## src/sv/stepper_pulse_position_controller_defines.svh

```systemverilog
// ----------------------------------------------------------------------------
// Stepper pulse position controller: assertion macros
// Implication checks on the rising clock edge, disabled during reset.
// ----------------------------------------------------------------------------
`ifndef STEPPER_PULSE_POSITION_CONTROLLER_DEFINES_SVH
`define STEPPER_PULSE_POSITION_CONTROLLER_DEFINES_SVH

// same-cycle implication
`define SPC_ASSERT_NOW(label, clk, rst, ante, cons, msg) \
  label: assert property (@(posedge clk) disable iff (rst) (ante) |-> (cons)) else $error(msg);

// next-cycle implication
`define SPC_ASSERT_NEXT(label, clk, rst, ante, cons, msg) \
  label: assert property (@(posedge clk) disable iff (rst) (ante) |=> (cons)) else $error(msg);

`endif

```

## src/sv/spc_pkg.sv

```systemverilog
// ----------------------------------------------------------------------------
// spc_pkg
// Types, codes and constants of the stepper pulse position controller.
// ----------------------------------------------------------------------------
`default_nettype none

package spc_pkg;

  localparam int POS_BITS = 32;
  localparam int CMP_BITS = (POS_BITS > 32) ? POS_BITS : 32;

  localparam int DIV_BITS  = 10;
  localparam int DIV_STEPS = DIV_BITS;
  localparam int CNT_BITS  = $clog2(DIV_STEPS + 1);
  localparam int VEL_BITS  = 16;

  localparam logic [DIV_BITS-1:0] DIVIDEND       = DIV_BITS'(1000);
  localparam logic [DIV_BITS-1:0] INTERVAL_RESET = DIV_BITS'(1000);

  localparam logic [2:0] MODE_STEP      = 3'd0;
  localparam logic [2:0] MODE_RUN       = 3'd1;
  localparam logic [2:0] MODE_GOAL_STEP = 3'd2;
  localparam logic [2:0] MODE_GOAL_RUN  = 3'd3;
  localparam logic [2:0] MODE_SET_VEL   = 3'd4;
  localparam logic [2:0] MODE_CLEAR     = 3'd5;

  typedef enum logic [3:0] {
    ST_IDLE    = 4'b0001,
    ST_COMPARE = 4'b0010,
    ST_DIVIDE  = 4'b0100,
    ST_UPDATE  = 4'b1000
  } state_t;

  typedef struct packed {
    logic busy;
    logic done;
  } div_status_t;

endpackage

`default_nettype wire

```

## src/sv/spc_stream_if.sv

```systemverilog
// ----------------------------------------------------------------------------
// spc_stream_if
// Command and response channels with valid/ready handshake.
// ----------------------------------------------------------------------------
`default_nettype none

interface spc_cmd_if import spc_pkg::*; ();
  logic                       valid;
  logic                       ready;
  logic [2:0]                 mode;
  logic [31:0]                now_ms;
  logic signed [31:0]         goal_position;
  logic signed [VEL_BITS-1:0] velocity;
  logic                       limit_cw_hit;
  logic                       limit_ccw_hit;

  modport source (
    output valid, mode, now_ms, goal_position, velocity, limit_cw_hit, limit_ccw_hit,
    input  ready
  );

  modport sink (
    input  valid, mode, now_ms, goal_position, velocity, limit_cw_hit, limit_ccw_hit,
    output ready
  );
endinterface

interface spc_rsp_if;
  logic               valid;
  logic               ready;
  logic               step_pulse;
  logic               direction_cw;
  logic               at_goal;
  logic signed [31:0] position;

  modport source (
    output valid, step_pulse, direction_cw, at_goal, position,
    input  ready
  );

  modport sink (
    input  valid, step_pulse, direction_cw, at_goal, position,
    output ready
  );
endinterface

`default_nettype wire

```

## src/sv/spc_divider.sv

```systemverilog
// ----------------------------------------------------------------------------
// spc_divider
// Restoring divider, one quotient bit per cycle: interval = 1000 / divisor.
// ----------------------------------------------------------------------------
`default_nettype none

module spc_divider import spc_pkg::*; (
  input  wire logic                clk,
  input  wire logic                rst,
  input  wire logic                start,
  input  wire logic [VEL_BITS-1:0] divisor,
  output div_status_t              status,
  output logic [DIV_BITS-1:0]      quotient
);

  logic                busy;
  logic                done;
  logic [CNT_BITS-1:0] cnt;
  logic [DIV_BITS-1:0] rem;
  logic [DIV_BITS-1:0] dvd;
  logic [VEL_BITS-1:0] dsr;
  logic [DIV_BITS:0]   trial;
  logic [VEL_BITS-1:0] diff;
  logic                ge;

  always_comb begin
    trial = {rem, dvd[DIV_BITS-1]};
    ge    = VEL_BITS'(trial) >= dsr;
    diff  = VEL_BITS'(trial) - dsr;
  end

  always_ff @(posedge clk) begin
    if (rst) begin
      busy <= 1'b0;
      done <= 1'b0;
      cnt  <= '0;
    end else begin
      done <= 1'b0;
      if (start) begin
        busy <= 1'b1;
        cnt  <= CNT_BITS'(DIV_STEPS);
      end else if (busy) begin
        cnt <= cnt - CNT_BITS'(1);
        if (cnt == CNT_BITS'(1)) begin
          busy <= 1'b0;
          done <= 1'b1;
        end
      end
    end
  end

  always_ff @(posedge clk) begin
    if (start) begin
      rem      <= '0;
      dvd      <= DIVIDEND;
      dsr      <= divisor;
      quotient <= '0;
    end else if (busy) begin
      rem      <= ge ? diff[DIV_BITS-1:0] : trial[DIV_BITS-1:0];
      dvd      <= {dvd[DIV_BITS-2:0], 1'b0};
      quotient <= {quotient[DIV_BITS-2:0], ge};
    end
  end

  assign status = '{busy: busy, done: done};

endmodule

`default_nettype wire

```

## src/sv/stepper_pulse_position_controller.sv

```systemverilog
// ----------------------------------------------------------------------------
// stepper_pulse_position_controller
// Step pulse generator with position tracking, goal seeking and limit checks.
// ----------------------------------------------------------------------------
// Usage:
//   cmd carries one command per transfer: mode, now_ms, goal_position,
//   velocity and the two limit flags. rsp returns exactly one result per
//   command: step_pulse, direction_cw, at_goal and position.
//   A command runs through a small sequencer: compare (goal, elapsed time,
//   limits), then, for set velocity with a nonzero velocity, divide in the
//   bit-serial 1000 / |velocity| divider, then update (position, last step
//   time, result register), which raises rsp.valid. The next command can
//   transfer in the cycle that the result is read; the block takes one
//   command at a time.
//   cmd.ready is high in idle while the result register is empty or being
//   read in the same cycle, so a stalled rsp holds its result and blocks cmd.
//   Reset (rst, synchronous) sets direction clockwise, position 0, last step
//   time 0, step interval 1000 ms and empties the result register.
// ----------------------------------------------------------------------------
`default_nettype none

module stepper_pulse_position_controller import spc_pkg::*; (
  input  wire logic clk,
  input  wire logic rst,
  spc_cmd_if.sink   cmd,
  spc_rsp_if.source rsp
);

`include "stepper_pulse_position_controller_defines.svh"

  state_t state;
  state_t state_next;

  logic [2:0]                 mode;
  logic [31:0]                now_ms;
  logic signed [31:0]         goal_position;
  logic signed [VEL_BITS-1:0] velocity;
  logic                       limit_cw_hit;
  logic                       limit_ccw_hit;

  logic                       direction_state;
  logic signed [POS_BITS-1:0] net_position;
  logic [31:0]                last_step_time;
  logic [DIV_BITS-1:0]        step_interval;

  logic step_go;
  logic at_goal;

  logic                       rsp_valid;
  logic                       rsp_step_pulse;
  logic                       rsp_direction_cw;
  logic                       rsp_at_goal;
  logic signed [31:0]         rsp_position;

  logic                       cmd_xfer;
  logic                       rsp_xfer;
  logic signed [CMP_BITS-1:0] pos_wide;
  logic signed [CMP_BITS-1:0] goal_wide;
  logic                       goal_mode;
  logic                       goal_eq;
  logic                       goal_lt;
  logic                       dir_next;
  logic                       blocked;
  logic                       run_mode;
  logic                       motion_mode;
  logic [31:0]                elapsed;
  logic                       fire;
  logic                       step_go_next;
  logic                       at_goal_next;
  logic                       div_start;
  logic [VEL_BITS-1:0]        vel_mag;
  logic signed [POS_BITS-1:0] pos_next;
  div_status_t                div_status;
  logic [DIV_BITS-1:0]        div_quotient;

  assign cmd_xfer  = cmd.valid && cmd.ready;
  assign rsp_xfer  = rsp_valid && rsp.ready;
  assign cmd.ready = (state == ST_IDLE) && (!rsp_valid || rsp.ready);

  always_comb begin
    pos_wide     = CMP_BITS'(net_position);
    goal_wide    = CMP_BITS'(goal_position);
    goal_mode    = (mode == MODE_GOAL_STEP) || (mode == MODE_GOAL_RUN);
    goal_eq      = pos_wide == goal_wide;
    goal_lt      = pos_wide < goal_wide;
    dir_next     = (goal_mode && !goal_eq) ? goal_lt : direction_state;
    blocked      = dir_next ? limit_cw_hit : limit_ccw_hit;
    run_mode     = (mode == MODE_RUN) || (mode == MODE_GOAL_RUN);
    motion_mode  = (mode == MODE_STEP) || (mode == MODE_RUN) || goal_mode;
    elapsed      = now_ms - last_step_time;
    fire         = elapsed >= 32'(step_interval);
    at_goal_next = goal_mode && goal_eq;
    step_go_next = motion_mode && !at_goal_next && fire && !(run_mode && blocked);
    div_start    = (state == ST_COMPARE) && (mode == MODE_SET_VEL) && (velocity != '0);
    vel_mag      = velocity[VEL_BITS-1] ? (VEL_BITS'(0) - velocity) : velocity;
    pos_next     = net_position + {{(POS_BITS-1){~direction_state}}, 1'b1};
  end

  always_comb begin
    state_next = state;
    unique case (state)
      ST_IDLE:    if (cmd_xfer) state_next = ST_COMPARE;
      ST_COMPARE: state_next = div_start ? ST_DIVIDE : ST_UPDATE;
      ST_DIVIDE:  if (div_status.done) state_next = ST_UPDATE;
      ST_UPDATE:  state_next = ST_IDLE;
      default:    state_next = ST_IDLE;
    endcase
  end

  always_ff @(posedge clk) begin
    if (rst) begin
      state           <= ST_IDLE;
      rsp_valid       <= 1'b0;
      direction_state <= 1'b1;
      net_position    <= '0;
      last_step_time  <= '0;
      step_interval   <= INTERVAL_RESET;
      step_go         <= 1'b0;
      at_goal         <= 1'b0;
    end else begin
      state <= state_next;
      if (rsp_xfer) begin
        rsp_valid <= 1'b0;
      end
      unique case (state)
        ST_IDLE: begin
        end
        ST_COMPARE: begin
          direction_state <= dir_next;
          step_go         <= step_go_next;
          at_goal         <= at_goal_next;
        end
        ST_DIVIDE: begin
          if (div_status.done) begin
            step_interval   <= div_quotient;
            direction_state <= ~velocity[VEL_BITS-1];
          end
        end
        ST_UPDATE: begin
          rsp_valid <= 1'b1;
          if (mode == MODE_CLEAR) begin
            net_position <= '0;
          end else if (step_go) begin
            net_position   <= pos_next;
            last_step_time <= last_step_time + 32'(step_interval);
          end
        end
        default: begin
        end
      endcase
    end
  end

  always_ff @(posedge clk) begin
    if (cmd_xfer) begin
      mode          <= cmd.mode;
      now_ms        <= cmd.now_ms;
      goal_position <= cmd.goal_position;
      velocity      <= cmd.velocity;
      limit_cw_hit  <= cmd.limit_cw_hit;
      limit_ccw_hit <= cmd.limit_ccw_hit;
    end
    if (state == ST_UPDATE) begin
      rsp_step_pulse   <= step_go;
      rsp_direction_cw <= direction_state;
      rsp_at_goal      <= at_goal;
      rsp_position     <= (mode == MODE_CLEAR) ? 32'sd0
                        : (step_go ? 32'(pos_next) : 32'(net_position));
    end
  end

  spc_divider u_divider (
    .clk      (clk),
    .rst      (rst),
    .start    (div_start),
    .divisor  (vel_mag),
    .status   (div_status),
    .quotient (div_quotient)
  );

  assign rsp.valid        = rsp_valid;
  assign rsp.step_pulse   = rsp_step_pulse;
  assign rsp.direction_cw = rsp_direction_cw;
  assign rsp.at_goal      = rsp_at_goal;
  assign rsp.position     = rsp_position;

  `SPC_ASSERT_NEXT(a_busy_after_xfer, clk, rst, cmd_xfer, !cmd.ready, "ready after transfer")
  `SPC_ASSERT_NOW(a_update_free, clk, rst, state == ST_UPDATE, !rsp_valid, "result overwrite")
  `SPC_ASSERT_NOW(a_div_in_divide, clk, rst, div_status.done, state == ST_DIVIDE, "stray divide")
  `SPC_ASSERT_NOW(a_pulse_goal, clk, rst, rsp_valid, !(rsp_step_pulse && rsp_at_goal), "step at goal")

endmodule

`default_nettype wire

```

## src/flat_wrapper.sv

```systemverilog
// flat-port wrapper written by rule: the top's interface ports become plain ports
module stepper_pulse_position_controller_flat import spc_pkg::*;
  (clk, rst, cmd_valid, cmd_mode, cmd_now_ms, cmd_goal_position, cmd_velocity, cmd_limit_cw_hit, cmd_limit_ccw_hit, cmd_ready, rsp_valid, rsp_step_pulse, rsp_direction_cw, rsp_at_goal, rsp_position, rsp_ready);
  spc_cmd_if cmd_i ();
  spc_rsp_if rsp_i ();
  input  wire logic clk;
  input  wire logic rst;
  input wire logic [$bits(cmd_i.valid)-1:0] cmd_valid;
  input wire logic [$bits(cmd_i.mode)-1:0] cmd_mode;
  input wire logic [$bits(cmd_i.now_ms)-1:0] cmd_now_ms;
  input wire logic [$bits(cmd_i.goal_position)-1:0] cmd_goal_position;
  input wire logic [$bits(cmd_i.velocity)-1:0] cmd_velocity;
  input wire logic [$bits(cmd_i.limit_cw_hit)-1:0] cmd_limit_cw_hit;
  input wire logic [$bits(cmd_i.limit_ccw_hit)-1:0] cmd_limit_ccw_hit;
  output wire logic [$bits(cmd_i.ready)-1:0] cmd_ready;
  output wire logic [$bits(rsp_i.valid)-1:0] rsp_valid;
  output wire logic [$bits(rsp_i.step_pulse)-1:0] rsp_step_pulse;
  output wire logic [$bits(rsp_i.direction_cw)-1:0] rsp_direction_cw;
  output wire logic [$bits(rsp_i.at_goal)-1:0] rsp_at_goal;
  output wire logic [$bits(rsp_i.position)-1:0] rsp_position;
  input wire logic [$bits(rsp_i.ready)-1:0] rsp_ready;
  assign cmd_i.valid = cmd_valid;
  assign cmd_i.mode = cmd_mode;
  assign cmd_i.now_ms = cmd_now_ms;
  assign cmd_i.goal_position = cmd_goal_position;
  assign cmd_i.velocity = cmd_velocity;
  assign cmd_i.limit_cw_hit = cmd_limit_cw_hit;
  assign cmd_i.limit_ccw_hit = cmd_limit_ccw_hit;
  assign cmd_ready = cmd_i.ready;
  assign rsp_valid = rsp_i.valid;
  assign rsp_step_pulse = rsp_i.step_pulse;
  assign rsp_direction_cw = rsp_i.direction_cw;
  assign rsp_at_goal = rsp_i.at_goal;
  assign rsp_position = rsp_i.position;
  assign rsp_i.ready = rsp_ready;
  stepper_pulse_position_controller u_core (.clk(clk), .rst(rst), .cmd(cmd_i), .rsp(rsp_i));
endmodule
```

## config.mk

```make
export PLATFORM = sky130hd
export DESIGN_NAME = stepper_pulse_position_controller_flat
export DESIGN_NICKNAME = d
export VERILOG_FILES = /design/src/sv/spc_pkg.sv /design/src/sv/spc_stream_if.sv /design/src/sv/spc_divider.sv /design/src/sv/stepper_pulse_position_controller.sv /design/src/flat_wrapper.sv
export VERILOG_INCLUDE_DIRS = /design/src /design/src/sv
export SDC_FILE = /design/constraint.sdc
export NUM_CORES = 1
export LEC_CHECK = 0
export BUFFER_PORTS_ARGS = -buffer_cell sky130_fd_sc_hd__buf_2
export CELL_PAD_IN_SITES_DETAIL_PLACEMENT = 0
export CELL_PAD_IN_SITES_GLOBAL_PLACEMENT = 1
export CORE_ASPECT_RATIO = 0.8
export CORE_MARGIN = 2
export CORE_UTILIZATION = 47
export CTS_CLUSTER_SIZE = 14
export DETAILED_ROUTE_END_ITERATION = 12
export MAX_ROUTING_LAYER = met4
export PLACE_DENSITY_LB_ADDON = 0.1
export SYNTH_ARGS = -nofsm -noshare
export SYNTH_HDL_FRONTEND = slang
export SYNTH_SLANG_ARGS = --single-unit
```

## constraint.sdc

```tcl
create_clock -name clk -period 4.3 [get_ports clk]
set_clock_uncertainty 0.1 [all_clocks]
set_input_delay 0.86 -clock clk [delete_from_list [all_inputs] [get_ports clk]]
set_output_delay 0.86 -clock clk [all_outputs]
set_load 0.02 [all_outputs]
```

==> run metrics <==
status=completed; Rows=58; initial antenna violation count=0; Post-synth EDFFs=136; FF-to-FF path depth=15; Total Wirelength=37.44 mm; Storage cell area=6387 um2; commonest cells after routing, fill and taps aside=nor2_1, nand2_1, a21oi_1, edfxtp_1, ha_1; CP arrival=4170 ps; root buffer cell=clkbuf_16; core area=31570 um2; Overall Global Routing Usage=22.98%; die height=164.5 um; Period minus WS final=3831 ps; die width=204.6 um; Cells after Synth=1628; worst slew pin tran=1222 ps; placed insts=2133; startpoint types=flop; Initial Util=47.94%; post-CTS sizing=0; Post-CTS Repair Setup Buffers=0; Worst R2R End=u_core.step_go; Cell variety after synth=84; Pins Over Slew Limit=0; top cells by area, synth=edfxtp_1, dfxtp_1, ha_1; Max VDD drop=0.2975 mV; Net Count, Synth=1848; clock slew at reported path FFs=60 ps; Avg WL per Cell=17.14 um; Fillers=2884; CP Max Fanout=4; final setup violation count=0; iteration-0 DRC count of the detailed router=844; most common cell after layout, fill and taps aside=nor2_1; Worst R2R Setup Slack=470 ps; Routability Congestion=0.9200; clock sinks=251; Tot Pwr=0.006389 W; Slew headroom=18.46%; DR vias=12130; Worst Setup SP=u_core.last_step_time[4]; dpl hpwl=27.84 mm; number of global-route vias before repair=11260; TritonCTS buffer count=28; RSZ-0062 raised after global routing=no; Power Dens Cells=370.9 nW/um2; first-pass GRT wire length=59.77 mm; largest net degree at the start of global routing=67; Top Ports=126; Die ar.=33660 um2; Crit Path Class=flop to flop; area leader, netlist=edfxtp_1; synthesized area=15130 um2; Worst-Skew Late Latency=570 ps; Initial DRT Pass Iterations=5; DP Worst Slack=493.1 ps; static leakage power=7.043 nW; final setup TNS=0 ps; slack of the critical path=469.4 ps; Final Cycle Share=89.08%; Non-Filler Instances=2185; Post-route DRC=0; max_cap viols=0; post-synthesis sequential area ratio=42.20%; Multi-input gate area=8043 um2; deepest clock path buffer count=3; Yosys warning count=0; top_reg_cell synth=edfxtp_1; Yosys reg bits=251; share of cells above drive strength 1=12.46%; port buffer count=125; diode count=0; P&R area growth vs syn=13.84%; crit path to=u_core.step_go; final net count=1963; Max Freq=261.1 MHz; critical path capture point type=flop; # H-tree levels=1; reg2reg start=u_core.last_step_time[4]; ys async rst share=0%; CP required=4640 ps; hold buffers post-CTS=0; CTS tree=yes; Final ANT Viol Nets=0; Synth Area per Inst=9.296 um2; Final Hold Fails=0; GR Overflow Total=0; worst min path class=flop to flop; vias per inst=5.553; Synth top area share=26.98%
## final cells by class
cell class                 instances  share of cell area, %
clock buffer                      37                  4.880
clock inverter                    15                  1.046
inverter                         127                  2.781
multi-input combinational       1192                  46.68
sequential                       251                  37.07
tap                              420                  3.050
timing repair buffer             143                  4.488
## state kept, by name, indices dropped and copies added, names as in the netlist, 10 cells and up
register	count
u_core.last_step_time	32
u_core.u_divider.dsr	16
u_core.velocity	16
u_core.u_divider.rem	10
u_core.net_position	32
u_core.u_divider.quotient	10
u_core.rsp.position	32
u_core.now_ms	32
u_core.goal_position	32
u_core.step_interval	10
## cells by family (layout without fill, tap and decap cells)
kind of cell,after synthesis,in the layout,share of synthesized area [%]
simple gates,513,513,16.42
compound gates,416,416,17.63
flops,251,251,42.20
buf+inv,185,322,4.663
fa+ha+maj,131,131,11.03
xor+xnor,85,85,4.919
mux,47,47,3.141
## synthesized netlist by cell type (all sizes together), types with 37 or more instances
library cell and count:
xnor2 72, inv 125, o21ai 91, dfxtp 115, clkbuf 49, a21oi 136
nand2 144, nand3 38, nor2 151, mux2i 43, ha 127, a21o 37
edfxtp 136
## power breakdown
part	switching (W)	internal (W)
logic	0.000580	0.000402
registers	0.0000991	0.00270
clock network	0.00104	0.00157
total	0.00172	0.00467
## how the worst min path moves through the flow
stage,start,to,cells after the start
after floorplan,u_core.step_go,u_core.rsp.step_pulse,0
after global placement,u_core.at_goal,u_core.rsp.at_goal,0
after detailed placement,u_core.at_goal,u_core.rsp.at_goal,0
after CTS,cmd_now_ms[6],u_core.now_ms[6],1
after global routing,cmd_goal_position[6],u_core.goal_position[6],1
final,u_core.at_goal,u_core.rsp.at_goal,0
## critical path: stages, from the launching register on
cell	delay (ps)
dfxtp_1	370
inv_1	60
ha_1	350
a21o_1	230
a211o_1	300
o21ai_0	240
nand2_1	100
xor2_1	240
ha_1	310
a222oi_1	260
o2111a_1	220
nor4bb_1	190
and4_1	230
nand4b_1	110
nor4_1	350
nor2_1	60
## stage by stage
| stage | hold slack (ps) | util (%) | cell area (um2) |
|---|---|---|---|
| finish | 345.7 | 54.58 | 17230 |
| CTS | 336.2 | 54.58 | 17230 |
| global placement | 326.4 | 51.34 | 16210 |
| detailed placement | 320.4 | 51.34 | 16210 |
| floorplan | 306.4 | - | 15130 |
| global route | 345.2 | 54.58 | 17230 |
## metal layers
metal	track usage, %	part of all wire [%]
met1	34.61	51
met2	32.49	41
met3	3.571	6.2
met4	4.414	1.7
met5	-	0
No activity file was read; power rests on OpenSTA's default activity.
